## config.mk

```make
export PLATFORM = sky130hd
export DESIGN_NAME = open_addressing_hash_set_top_flat
export DESIGN_NICKNAME = d
export VERILOG_FILES = /design/src/rtl/core/oahs_pkg.sv /design/src/rtl/core/oahs_req_if.sv /design/src/rtl/core/oahs_rsp_if.sv /design/src/rtl/core/oahs_table.sv /design/src/rtl/core/oahs_probe.sv /design/src/rtl/core/open_addressing_hash_set_top.sv /design/src/flat_wrapper.sv
export SDC_FILE = /design/constraint.sdc
export NUM_CORES = 1
export LEC_CHECK = 0
export CORE_AREA = 2 2 114 144
export CTS_CLUSTER_DIAMETER = 80
export DETAILED_ROUTE_END_ITERATION = 12
export DIE_AREA = 0 0 116 146
export DONT_BUFFER_PORTS = 1
export PLACE_DENSITY = 0.73
export SYNTH_ARGS = -nofsm -noshare
export SYNTH_HDL_FRONTEND = slang
export SYNTH_SLANG_ARGS = --single-unit
```

## constraint.sdc

```tcl
create_clock -name clk -period 6.81 [get_ports clk]
set_clock_uncertainty 0.2 [all_clocks]
set_input_delay 2.043 -clock clk [delete_from_list [all_inputs] [get_ports clk]]
set_output_delay 2.043 -clock clk [all_outputs]
set_load 0.02 [all_outputs]
```

## src/rtl/core/oahs_pkg.sv

```systemverilog
// Shared types and constants for the open-addressing hash set.
// No dependencies; compiled first.
package oahs_pkg;

  localparam int KEY_W          = 8;
  localparam int CMD_W          = 2;
  localparam int SLOT_W         = 4;
  localparam int STATUS_W       = 2;
  localparam int NUM_KEYS       = 2 ** KEY_W;
  localparam int TABLE_SIZE_DEF = 16;

  // home slot = (key*HASH_MUL_A + key*HASH_MUL_B) mod table size
  localparam int HASH_MUL_A = 7;
  localparam int HASH_MUL_B = 2;

  // command codes; the spare code behaves as a lookup
  localparam logic [CMD_W-1:0] CMD_INSERT = 2'd0;
  localparam logic [CMD_W-1:0] CMD_DELETE = 2'd1;
  localparam logic [CMD_W-1:0] CMD_LOOKUP = 2'd2;

  // result status codes
  localparam logic [STATUS_W-1:0] RES_DONE    = 2'd0;
  localparam logic [STATUS_W-1:0] RES_PRESENT = 2'd1;
  localparam logic [STATUS_W-1:0] RES_FULL    = 2'd2;
  localparam logic [STATUS_W-1:0] RES_ABSENT  = 2'd3;

  typedef enum logic [1:0] {
    ST_EMPTY   = 2'd0,
    ST_USED    = 2'd1,
    ST_DELETED = 2'd2
  } slot_state_t;

  typedef struct packed {
    slot_state_t       state;
    logic [KEY_W-1:0]  key;
  } entry_t;

endpackage

```

## src/rtl/core/oahs_req_if.sv

```systemverilog
// Request channel: valid/ready handshake carrying one command word.
// Depends on oahs_pkg.
interface oahs_req_if;
  logic                       valid;
  logic                       ready;
  logic [oahs_pkg::CMD_W-1:0] cmd;
  logic [oahs_pkg::KEY_W-1:0] key;

  modport source (output valid, cmd, key, input ready);
  modport sink   (input valid, cmd, key, output ready);
endinterface

```

## src/rtl/core/oahs_rsp_if.sv

```systemverilog
// Response channel: valid/ready handshake carrying one result word.
// Depends on oahs_pkg.
interface oahs_rsp_if;
  logic                          valid;
  logic                          ready;
  logic                          found;
  logic [oahs_pkg::SLOT_W-1:0]   slot_index;
  logic [oahs_pkg::STATUS_W-1:0] status;

  modport source (output valid, found, slot_index, status, input ready);
  modport sink   (input valid, found, slot_index, status, output ready);
endinterface

```

## src/rtl/core/oahs_table.sv

```systemverilog
// Slot store: synchronous-read memory of {state, key} plus per-slot
// valid flops so reset empties the table at once. Depends on oahs_pkg.
module oahs_table #(
  parameter int TABLE_SIZE = oahs_pkg::TABLE_SIZE_DEF,
  localparam int IDX_W     = $clog2(TABLE_SIZE)
) (
  input  logic                clk,
  input  logic                rst,
  input  logic [IDX_W-1:0]    rd_addr,
  output oahs_pkg::entry_t    rd_entry,
  input  logic                wr_en,
  input  logic [IDX_W-1:0]    wr_addr,
  input  oahs_pkg::entry_t    wr_entry
);
  import oahs_pkg::*;

  entry_t                mem [TABLE_SIZE];
  logic [TABLE_SIZE-1:0] valid;
  entry_t                rd_q;
  logic                  rd_valid_q;

  always_ff @(posedge clk) begin
    if (wr_en) begin
      mem[wr_addr] <= wr_entry;
    end
    rd_q <= mem[rd_addr];
  end

  always_ff @(posedge clk) begin
    if (rst) begin
      valid      <= '0;
      rd_valid_q <= 1'b0;
    end else begin
      if (wr_en) begin
        valid[wr_addr] <= 1'b1;
      end
      rd_valid_q <= valid[rd_addr];
    end
  end

  // never-written slot reads as empty
  always_comb begin
    rd_entry = rd_q;
    if (!rd_valid_q) begin
      rd_entry.state = ST_EMPTY;
    end
  end

endmodule

```

## src/rtl/core/oahs_probe.sv

```systemverilog
// Probe sequencer: hashes the key, walks the table one slot per cycle,
// then writes back and loads the result register. Depends on oahs_pkg,
// oahs_req_if and oahs_rsp_if.
module oahs_probe #(
  parameter int TABLE_SIZE = oahs_pkg::TABLE_SIZE_DEF,
  localparam int IDX_W     = $clog2(TABLE_SIZE)
) (
  input  logic                clk,
  input  logic                rst,
  oahs_req_if.sink            req,
  oahs_rsp_if.source          rsp,
  output logic [IDX_W-1:0]    rd_addr,
  input  oahs_pkg::entry_t    rd_entry,
  output logic                wr_en,
  output logic [IDX_W-1:0]    wr_addr,
  output oahs_pkg::entry_t    wr_entry
);
  import oahs_pkg::*;

  typedef enum logic [1:0] {S_IDLE, S_PROBE, S_DONE} state_t;

  // home slot table, folded at elaboration
  logic [IDX_W-1:0] home_tab [NUM_KEYS];
  for (genvar k = 0; k < NUM_KEYS; k++) begin : g_home
    assign home_tab[k] = IDX_W'((k * HASH_MUL_A + k * HASH_MUL_B) % TABLE_SIZE);
  end

  function automatic logic [IDX_W-1:0] wrap_inc(input logic [IDX_W-1:0] p);
    return (p == IDX_W'(TABLE_SIZE - 1)) ? '0 : p + 1'b1;
  endfunction

  state_t                state;
  logic [CMD_W-1:0]      cmd_q;
  logic [KEY_W-1:0]      key_q;
  logic [IDX_W-1:0]      eval_pos;
  logic [IDX_W-1:0]      nxt_pos;
  logic [IDX_W-1:0]      cnt;
  logic                  have_free;
  logic [IDX_W-1:0]      free_pos;
  logic                  hit;
  logic [IDX_W-1:0]      hit_pos;
  logic                  out_valid;
  logic                  out_found;
  logic [SLOT_W-1:0]     out_slot;
  logic [STATUS_W-1:0]   out_status;

  logic [IDX_W-1:0]      home;
  logic                  is_used, is_empty, match, last, stop;
  logic                  load;
  logic                  res_found;
  logic [SLOT_W-1:0]     res_slot;
  logic [STATUS_W-1:0]   res_status;
  logic                  res_write;
  logic [IDX_W-1:0]      res_addr;
  slot_state_t           res_state;

  assign home      = home_tab[req.key];
  assign req.ready = (state == S_IDLE) && !rst;
  assign rd_addr   = (state == S_IDLE) ? home : nxt_pos;

  // probe evaluation on the word that came back for eval_pos
  assign is_used  = (rd_entry.state == ST_USED);
  assign is_empty = (rd_entry.state == ST_EMPTY);
  assign match    = is_used && (rd_entry.key == key_q);
  assign last     = (cnt == IDX_W'(TABLE_SIZE - 1));
  assign stop     = match || is_empty || last;

  // result and write-back decision
  always_comb begin
    res_found  = 1'b0;
    res_slot   = '0;
    res_status = RES_ABSENT;
    res_write  = 1'b0;
    res_addr   = hit_pos;
    res_state  = ST_DELETED;
    if (hit) begin
      res_found = 1'b1;
      res_slot  = SLOT_W'(hit_pos);
      if (cmd_q == CMD_INSERT) begin
        res_status = RES_PRESENT;
      end else begin
        res_status = RES_DONE;
        res_write  = (cmd_q == CMD_DELETE);
      end
    end else if (cmd_q == CMD_INSERT) begin
      if (have_free) begin
        res_slot   = SLOT_W'(free_pos);
        res_status = RES_DONE;
        res_write  = 1'b1;
        res_addr   = free_pos;
        res_state  = ST_USED;
      end else begin
        res_status = RES_FULL;
      end
    end
  end

  assign load           = (state == S_DONE) && (!out_valid || rsp.ready);
  assign wr_en          = load && res_write;
  assign wr_addr        = res_addr;
  assign wr_entry.state = res_state;
  assign wr_entry.key   = key_q;

  always_ff @(posedge clk) begin
    if (rst) begin
      state     <= S_IDLE;
      out_valid <= 1'b0;
    end else begin
      if (load) begin
        out_valid <= 1'b1;
      end else if (rsp.ready) begin
        out_valid <= 1'b0;
      end
      unique case (state)
        S_IDLE: begin
          if (req.valid) begin
            cmd_q     <= req.cmd;
            key_q     <= req.key;
            eval_pos  <= home;
            nxt_pos   <= wrap_inc(home);
            cnt       <= '0;
            have_free <= 1'b0;
            state     <= S_PROBE;
          end
        end
        S_PROBE: begin
          if (stop) begin
            hit     <= match;
            hit_pos <= eval_pos;
            state   <= S_DONE;
          end
          if (!is_used && !have_free) begin
            have_free <= 1'b1;
            free_pos  <= eval_pos;
          end
          eval_pos <= nxt_pos;
          nxt_pos  <= wrap_inc(nxt_pos);
          cnt      <= cnt + 1'b1;
        end
        S_DONE: begin
          if (load) begin
            out_found  <= res_found;
            out_slot   <= res_slot;
            out_status <= res_status;
            state      <= S_IDLE;
          end
        end
        default: state <= S_IDLE;
      endcase
    end
  end

  assign rsp.valid      = out_valid;
  assign rsp.found      = out_found;
  assign rsp.slot_index = out_slot;
  assign rsp.status     = out_status;

endmodule

```

## src/rtl/core/open_addressing_hash_set_top.sv

```systemverilog
// Top level of the open-addressing hash set (linear probing, byte keys).
// Depends on oahs_pkg, oahs_req_if, oahs_rsp_if, oahs_table, oahs_probe.
//
//   channel | dir | fields                        | one word is
//   --------+-----+-------------------------------+--------------------------
//   req     | in  | cmd[1:0], key[7:0]            | insert / delete / lookup
//   rsp     | out | found, slot_index[3:0], status | outcome of one request
//
// Probing: a request is taken while idle, probes P slots, P from 1 to
//   TABLE_SIZE, then loads its result word. The single read port of the
//   slot memory sets the pace: one slot is examined per cycle.
// A single lap finds the key and remembers the first free slot, so insert
//   never walks the table twice.
// Reset: synchronous, clears the per-slot valid flops at once, so the
//   table is empty immediately; no clearing pass.
// Stalls: req is taken only while the sequencer is idle; a finished word
//   waits in the rsp register, and the next request may already be probing.

module open_addressing_hash_set_top #(
  parameter int TABLE_SIZE = oahs_pkg::TABLE_SIZE_DEF
) (
  input  logic        clk,
  input  logic        rst,
  oahs_req_if.sink    req,
  oahs_rsp_if.source  rsp
);
  import oahs_pkg::*;

  localparam int IDX_W = $clog2(TABLE_SIZE);

  // memory read / write-back between sequencer and slot store
  logic [IDX_W-1:0] rd_addr;
  entry_t           rd_entry;
  logic             wr_en;
  logic [IDX_W-1:0] wr_addr;
  entry_t           wr_entry;

  oahs_table #(.TABLE_SIZE(TABLE_SIZE)) u_table (
    .clk      (clk),
    .rst      (rst),
    .rd_addr  (rd_addr),
    .rd_entry (rd_entry),
    .wr_en    (wr_en),
    .wr_addr  (wr_addr),
    .wr_entry (wr_entry)
  );

  oahs_probe #(.TABLE_SIZE(TABLE_SIZE)) u_probe (
    .clk      (clk),
    .rst      (rst),
    .req      (req),
    .rsp      (rsp),
    .rd_addr  (rd_addr),
    .rd_entry (rd_entry),
    .wr_en    (wr_en),
    .wr_addr  (wr_addr),
    .wr_entry (wr_entry)
  );

  // once a request is accepted, the sequencer is busy and drops ready
  a_busy_after_accept: assert property (@(posedge clk) disable iff (rst)
    req.valid && req.ready |=> !req.ready)
    else $error("request accepted while sequencer busy");

  // table is modified only together with loading a result word
  a_write_with_result: assert property (@(posedge clk) disable iff (rst)
    wr_en |=> rsp.valid)
    else $error("table write without a result word");

  // misses and full table report no slot
  a_miss_no_slot: assert property (@(posedge clk) disable iff (rst)
    rsp.valid && (rsp.status == RES_FULL || rsp.status == RES_ABSENT)
      |-> !rsp.found && rsp.slot_index == '0)
    else $error("miss word carries a slot");

  // already-present only when the key was found
  a_present_found: assert property (@(posedge clk) disable iff (rst)
    rsp.valid && rsp.status == RES_PRESENT |-> rsp.found)
    else $error("already-present without found");

endmodule
```

## src/flat_wrapper.sv

```systemverilog
// flat-port wrapper written by rule: the top's interface ports become plain ports
module open_addressing_hash_set_top_flat import oahs_pkg::*;
#(
  parameter int TABLE_SIZE = oahs_pkg::TABLE_SIZE_DEF
)
  (clk, rst, req_valid, req_cmd, req_key, req_ready, rsp_valid, rsp_found, rsp_slot_index, rsp_status, rsp_ready);
  oahs_req_if req_i ();
  oahs_rsp_if rsp_i ();
  input  logic clk;
  input  logic rst;
  input wire logic [$bits(req_i.valid)-1:0] req_valid;
  input wire logic [$bits(req_i.cmd)-1:0] req_cmd;
  input wire logic [$bits(req_i.key)-1:0] req_key;
  output wire logic [$bits(req_i.ready)-1:0] req_ready;
  output wire logic [$bits(rsp_i.valid)-1:0] rsp_valid;
  output wire logic [$bits(rsp_i.found)-1:0] rsp_found;
  output wire logic [$bits(rsp_i.slot_index)-1:0] rsp_slot_index;
  output wire logic [$bits(rsp_i.status)-1:0] rsp_status;
  input wire logic [$bits(rsp_i.ready)-1:0] rsp_ready;
  assign req_i.valid = req_valid;
  assign req_i.cmd = req_cmd;
  assign req_i.key = req_key;
  assign req_ready = req_i.ready;
  assign rsp_valid = rsp_i.valid;
  assign rsp_found = rsp_i.found;
  assign rsp_slot_index = rsp_i.slot_index;
  assign rsp_status = rsp_i.status;
  assign rsp_i.ready = rsp_ready;
  open_addressing_hash_set_top #(.TABLE_SIZE(TABLE_SIZE)) u_core (.clk(clk), .rst(rst), .req(req_i), .rsp(rsp_i));
endmodule
```

After elaboration in Yosys (flattened, before gate mapping)
Memory sizes are Yosys's and may differ from the RTL's. A register that Yosys moved wholly into a read port is not among the register bits.
Cells that the tools add are included.
Widths: inputs -> output; s select.
{ "word_totals": {"ram_bits": 160, "wordCells": 110, "mem_count": 2, "rom_bits": 1024, "output_inout_bits": 9, "in_bits": 14, "register_bits": 59} }
{ "classes": {"eq_ne": 12, "bitwise": 3, "muxes": 45, "n_reduce_logical": 25, "n_addsub": 3, "magnitude_cmp": 4} }
{ "mem_list": {"columns": ["memory", "words", "width", "read_ports", "rd_clocked_by_memory_dff", "write_ports", "line", "text"], "rows": [
  ["(no name shown)", 256, 4, 1, 0, 0, "oahs_probe.sv:57", "assign home = home_tab[req.key];"],
  ["u_core.u_table.mem", 16, 10, 1, 1, 1, "oahs_table.sv:17", "entry_t mem [TABLE_SIZE];"]
]} }
{ "op_table": {"columns": ["op", "count"], "rows": [
  ["$mux 4", 14],
  ["$pmux 4 s2", 3],
  ["$mux 2", 10],
  ["$reduce_and 3->1", 6],
  ["$or 16x16->16", 1],
  ["$mux 1", 14],
  ["$add 4x1->4 const B", 3],
  ["$eq 4x4->1 const B", 3],
  ["$lt 4x5->1 const B", 2],
  ["$ge 9x9->1 const B", 1],
  ["$not 8->9", 1],
  ["$eq 8x8->1", 1],
  ["$ne 2x2->1 const B", 4],
  ["$eq 2x1->1 const B", 3],
  ["$logic_and 1x1->1", 6],
  ["$logic_not 2->1", 3],
  ["$pmux 2 s3", 1],
  ["$bmux 1 s4", 1],
  ["$demux 1 s4", 1],
  ["$ge 4x1->1 const B", 1],
  ["$logic_not 1->1", 4],
  ["$reduce_and 4->1", 1],
  ["$reduce_bool 2->1", 2],
  ["$logic_or 1x1->1", 3],
  ["3 further kinds", 3]
]} }

Logic depth before layout (Yosys ltp)
Gate-level depths: netlist (run 1).
{ "depth": {"depth_word": 8, "depth_mapped": 9, "mapped_depth_nobuf": 5} }

Cells and area by module
Synthesis (run 1) repeated with hierarchy kept, for this count alone.
{ "hier_totals": {"cells_unflattened": 504, "area_unflattened_um2": 8957.3} }
{ "modules_own_cells": {"columns": ["module", "cells_per_inst", "area_per_inst_um2", "seq_area_each_um2", "n_inst"], "rows": [
  ["oahs_table", 345, 7061.8, 5345.1, 1],
  ["oahs_probe", 159, 1895.6, 1231.2, 1]
]} }

Least setup slack after synthesis (run 1)
No wires, ideal clock.
{ "synth_path": {"path_kind": "input-to-output", "from": "input rst", "to": "output req_ready", "setup_slack_ns": 1.840, "required_ns": 4.567, "n_path_buf": 2, "t_arrival_ns": 2.727, "cell_stages": 3, "cell_sequence": "clkbuf_1 > clkbuf_1 > nor2_1"} }
{ "synth_via": {"elab_chain_len": 2} }
{ "synth_lines": {"columns": ["element", "line", "text"], "rows": [
  ["start: declaration", "flat_wrapper.sv:10", "input logic rst;"],
  ["$logic_not 1->1", "oahs_probe.sv:58", "assign req.ready = (state == S_IDLE) && !rst;"],
  ["$logic_and 1x1->1", "oahs_probe.sv:58", null],
  ["end: declaration", "flat_wrapper.sv:14", "output wire logic [$bits(req_i.ready)-1:0] req_ready;"]
]} }
Every way passes these cells.

Final worst setup path (run 1)
{ "layout_path": {"from": "input req_key[0]", "to": "register u_core.u_table.rd_entry[1] (netlist name)"} }
{ "layout_via": {"elab_chain_len": 5} }
{ "layout_lines": {"columns": ["element", "line", "text"], "rows": [
  ["start: declaration", "flat_wrapper.sv:13", "input wire logic [$bits(req_i.key)-1:0] req_key;"],
  ["$not 8->9 (implied by the code)", "oahs_probe.sv:57", null],
  ["$mem_v2 256x4", null, null],
  ["$mux 4 (implied by the code) (2 in a row)", "oahs_probe.sv:57", null],
  ["$mux 4", "oahs_probe.sv:59", "assign rd_addr = (state == S_IDLE) ? home : nxt_pos;"]
]} }
Every way passes these cells. The select of a mux whose other input is x is not followed.
A chain may end at the register's enable or synchronous reset.

==> impl_metrics.ini, run 1 <==
[outcome]
status = finished, final reports clean

[synthesis]
yosys_warnings = 0
synth_common_cells = edfxtp_1 (199), nor2_1 (59), nand2_1 (57)
syn_area_per_cell_um2 = 13.78
syn_inst = 689
ys_types = 74
async_reset_ff_share_pct = 0
synth_edf_count = 199
synthesis.area_mm2 = 0.009494
synth_nets = 706
netlist.area_leader.share_pct = 62.94
ys_seq_area_share_pct = 69.27
synth_flop_cell = edfxtp_1
synth_top_area_cell = edfxtp_1
ys_top_cells_by_area = edfxtp_1 (63%), dfxtp_1 (6.3%), nor2_1 (2.3%)
yosys.cell_count.top_type = edfxtp_1
ys_ff_latch = 229

[final_layout]
syn_to_final_growth_pct = 8.738
antenna_cells = 0
fin_nets = 700
nFillCells = 1049
drive_above_1_share_pct = 8.883

[timing]
timing.final.ws_setup_ns = 2.108
grt_setup_unrepaired = false
slew_headroom_pct = 16.03
drv_slew = 0
setup-tns-final_ns = 0
setup_viol = 0
final.period_utilization_pct = 69.05
max_freq_ghz = 0.2127
period_needed_ns = 4.702
hold_violations = 0
worstMarginPinSlew_ns = 1.251

[grt]
grt_pass1_wl_mm = 33.26
antenna_found_initial = 0
track_usage_pct = 26.07
grt_pass1_vias = 5854
overflow = 0
grt_max_degree = 34

[worst_setup_path]
crit_slowest_cell = nand2_1
timing_worst_setup_path_type = input port to flip-flop
path_cells = or3b_1 > nand2_1 > nor2_1 > a222oi_1 > a211o_1
required_ns = 7.00
cp-start-kind = input port
end_kind = flip-flop
max_stage_delay_ns = 1.01
path_delay_family = simple AND/OR/NAND/NOR gates
cp.arrival_ns = 4.89
cp.buffers_inverters = 0
path_max_fanout = 32

[drt]
viasPerCell = 6.489
drc = 0
drt-total-wl_mm = 21.64
via_count = 5905
wire_per_inst_um = 23.78
first_pass_iters = 5
antenna_left = 0
drt_iter0_markers = 670

[die]
chipHeight_um = 146
initial_utilization_pct = 61.48
core_mm2 = 0.01544
fp.dieW_um = 116
dieArea_mm2 = 0.01694
ios = 23
core.rowCount = 51

[clocking]
clk_latency_ns = 0.51
post_cts_buffers = 0
cts_tree = built
htree_num_levels = 1
cts_root_buf = clkbuf_16
cts.sinks = 229
hold_buffers = 0
cts_buffers = 23
cts_buffer_depth = 3
ctsResizeCount = 0
path_clk_slew_ns = 0.06

[placement]
portBuffers = 0
pre_cts_slack_ns = 1.710
dpl.hpwl_mm = 14.19
gp_congestion = 0.8538

[pwr]
ir_drop_uv = 221.3
p_leak_nw = 3.369
power_density_mw_per_mm2 = 299.4

[min_path]
hold_class = flip-flop to flip-flop

[run]
maxCapViolCount = 0
-- metal layers --
metal | wire, um | GRT usage (%)
met1 | 8635 | 34.70
met2 | 10970 | 44.01
met3 | 1597 | 4.290
met4 | 439 | 8.036
met5 | 0 | 0
-- worst register-to-register path: stages (launching register included) --
cell and delay [ns]:
dfxtp_1 0.80, or3b_1 0.84, nand2_1 1.02, nor2_1 0.59, a222oi_1 0.14, a211o_1 0.32
-- cells in the final DEF, fill, tap and decap left out, types with 8 or more instances in the layout --
cell	Yosys	final
a21oi_1	29	29
a211o_1	13	13
mux2i_1	20	20
buf_4	2	8
edfxtp_1	199	199
dfxtp_1	30	30
nand2_1	57	57
and3_1	15	15
inv_1	8	8
nor2_1	59	59
nor3_1	20	19
clkbuf_16	0	25
a211oi_1	14	14
xnor2_1	12	12
o21ai_0	33	30
a31oi_1	16	16
nand3_1	9	9
-- cell type report --
class	instances	area, um^2	share of cell area (%)
timing repair buffer	8	60.06	0.5817
inverter	9	33.78	0.3272
sequential	229	6576	63.70
multi-input combinational	412	2661	25.78
tap	212	265.3	2.569
clock inverter	4	20.02	0.1939
clock buffer	36	706.9	6.848
-- cells by family after synthesis --
group	Yosys count	share of synthesized area (%)
flops	229	69.27
simple gates	198	10.36
compound gates	169	12.53
buf+inv	48	2.754
mux	28	3.400
xor+xnor	14	1.292
fa+ha+maj	3	0.3954
-- registers in the layout, indices dropped and copies added (netlist names), 4 cells and up --
name	flops
u_core.u_probe.cnt	4
u_core.u_probe.eval_pos	4
u_core.u_probe.free_pos	4
u_core.u_probe.hit_pos	4
u_core.u_probe.key_q	8
u_core.u_probe.nxt_pos	4
u_core.u_probe.rsp.slot_index	4
u_core.u_table.mem	160
u_core.u_table.rd_entry	8
u_core.u_table.valid	16
-- power breakdown --
part	internal, W	switching, W	total, W
Combinational	0.000105	0.000186	0.000291
Clock	0.000710	0.000492	0.00120
Sequential	0.00156	0.0000394	0.00160
-- per-stage QoR --
step	total power, W	cells	utilization (%)	instance area (um^2)	hold slack [ns]
6_report	0.003091	910	66.85	10320	0.2752
5_1_grt	0.003184	910	66.85	10320	0.2831
4_1_cts	0.003100	910	66.85	10320	0.2780
3_5_place_dp	0.001911	870	62.15	9597	0.2635
3_3_place_gp	0.001901	870	62.15	9597	0.2475
2_1_floorplan	0.001835	689	-	9494	0.2215
-- worst paths after layout --
path	from	end	slack, ns	depth (start not counted)
min reg2reg	u_core.u_table.valid[12]$_SDFFE_PP0P_	u_core.u_table.valid[12]$_SDFFE_PP0P_	0.28	2
max	req_key[0]	u_core.u_table.rd_entry[1]$_DFF_P_	2.11	5
max reg2reg	u_core.u_probe.state[0]$_SDFFE_PP0P_	u_core.u_table.rd_entry[1]$_DFF_P_	2.78	5
min	u_core.u_table.valid[12]$_SDFFE_PP0P_	u_core.u_table.valid[12]$_SDFFE_PP0P_	0.28	2
Power figures use the tool's default switching activity.
==> inputs of run 2 (changes only) <==
==> constraint.sdc (replaced) <==
create_clock -name clk -period 4.65 [get_ports clk]
set_clock_uncertainty 0.2 [all_clocks]
set_input_delay 1.395 -clock clk [delete_from_list [all_inputs] [get_ports clk]]
set_output_delay 1.395 -clock clk [all_outputs]
set_load 0.02 [all_outputs]
==> run 2 against run 1 <==
Sequential power rose by 46%. Clock power rose by 60%. Worst hold slack improved by 0.0039 ns. Sequential cell count did not move. Sequential share of layout area fell by 1.3 points. Design area rose by 2.1%. Global-route usage rose by 0.80 points. Power rose by 52%. Largest cell class unchanged. Highest routed layer unchanged.
==> impl_metrics.ini, run 2 (synthesis results as in run 1) <==
[drt]
drc = 0
wire_per_inst_um = 24.40
drt-total-wl_mm = 22.69
via_count = 6121
drt_iter0_markers = 823
antenna_left = 0
viasPerCell = 6.582
first_pass_iters = 5

[clocking]
ctsResizeCount = 0
cts_buffer_depth = 3
clk_latency_ns = 0.50
cts_tree = built
hold_buffers = 0
post_cts_buffers = 0
path_clk_slew_ns = 0.06
cts.sinks = 229
cts_buffers = 22
htree_num_levels = 1
cts_root_buf = clkbuf_16

[timing]
max_freq_ghz = 0.3034
setup_viol = 0
drv_slew = 0
hold_violations = 0
final.period_utilization_pct = 70.87
period_needed_ns = 3.296
grt_setup_unrepaired = false
setup-tns-final_ns = 0
worstMarginPinSlew_ns = 1.074
slew_headroom_pct = 27.82
hold_slack_ns = 0.2791

[die]
dieArea_mm2 = 0.01694
core.rowCount = 51
initial_utilization_pct = 61.48
chipHeight_um = 146
ios = 23
fp.dieW_um = 116
core_mm2 = 0.01544

[final_layout]
reg_top3 = u_core.u_table.mem: 160 flops, u_core.u_table.valid: 16 flops
nFillCells = 1063
finalCoreUtilization_pct = 68.25
fin_nets = 719
ff_latch_area_mm2 = 0.006576
top_register = u_core.u_table.mem
multiInputGateArea_mm2 = 0.002661
final_cell_mix = edfxtp_1 (199), nor2_1 (59), nand2_1 (57)
largest_reg_flops = 160
syn_to_final_growth_pct = 11.00
drive_above_1_share_pct = 11.14
antenna_cells = 0
instances_no_fill = 930
mostFrequentLayoutCell = edfxtp_1

[worst_setup_path]
required_ns = 3.05
path_delay_family = simple AND/OR/NAND/NOR gates
path_cells = nor2_1
path_max_fanout = 27
end_kind = output port
timing_worst_setup_path_type = input port to output port
max_stage_delay_ns = 0.30
crit_slowest_cell = nor2_1
cp-start-kind = input port
cp.buffers_inverters = 0
cp.arrival_ns = 1.70

[grt]
grt_pass1_vias = 5884
track_usage_pct = 26.87
antenna_found_initial = 0
overflow = 0
grt_max_degree = 34
grt_pass1_wl_mm = 34.00

[pwr]
p_leak_nw = 3.491
power_density_mw_per_mm2 = 445.2
finalPower_w = 0.004692
ir_drop_uv = 304.9

[placement]
placedCellCount = 890
portBuffers = 0
dpl.hpwl_mm = 14.36
gp_congestion = 0.8447

[min_path]
hold_class = flip-flop to flip-flop

[run]
maxCapViolCount = 0

[outcome]
status = finished, final reports clean
-- run 2: final timing paths --
path | start | to | slack [ns] | depth (start not counted)
setup / recovery | rst | req_ready | 1.35 | 1
hold / removal | u_core.u_table.valid[4]$_SDFFE_PP0P_ | u_core.u_table.valid[4]$_SDFFE_PP0P_ | 0.28 | 2
setup reg to reg | u_core.u_probe.hit$_DFFE_PP_ | u_core.u_table.mem[0][8]$_DFFE_PP_ | 1.36 | 8
hold reg to reg | u_core.u_table.valid[4]$_SDFFE_PP0P_ | u_core.u_table.valid[4]$_SDFFE_PP0P_ | 0.28 | 2
-- run 2: final cells by class --
cell class	instances	share of cell area, %
clock buffer	27	5.604
clock inverter	13	1.793
inverter	9	0.3205
multi-input combinational	412	25.25
sequential	229	62.40
tap	212	2.517
timing repair buffer	28	2.113
-- run 2: per-layer routing --
metal  global-route usage, %  share of wire, %  vias to the layer above
met5                       0                 0                        -
met1                   36.40                39                     3039
met3                   4.373               8.5                       59
met4                   10.65               4.0                        0
met2                   43.60                48                      332
li1                        -                 -                     2691
-- run 2: power breakdown --
part / switching (W) / internal [W] / total, W
logic: 0.000276 / 0.000161 / 0.000437
clock network: 0.000737 / 0.00118 / 0.00192
registers: 0.0000579 / 0.00228 / 0.00234
-- run 2: metrics by stage --
stage               setup WS (ns)  area [um^2]
finish                      1.354        10540
global route                1.119        10540
CTS                         1.353        10540
detailed placement          1.166         9759
global placement            1.255         9759
floorplan                  0.9758         9494
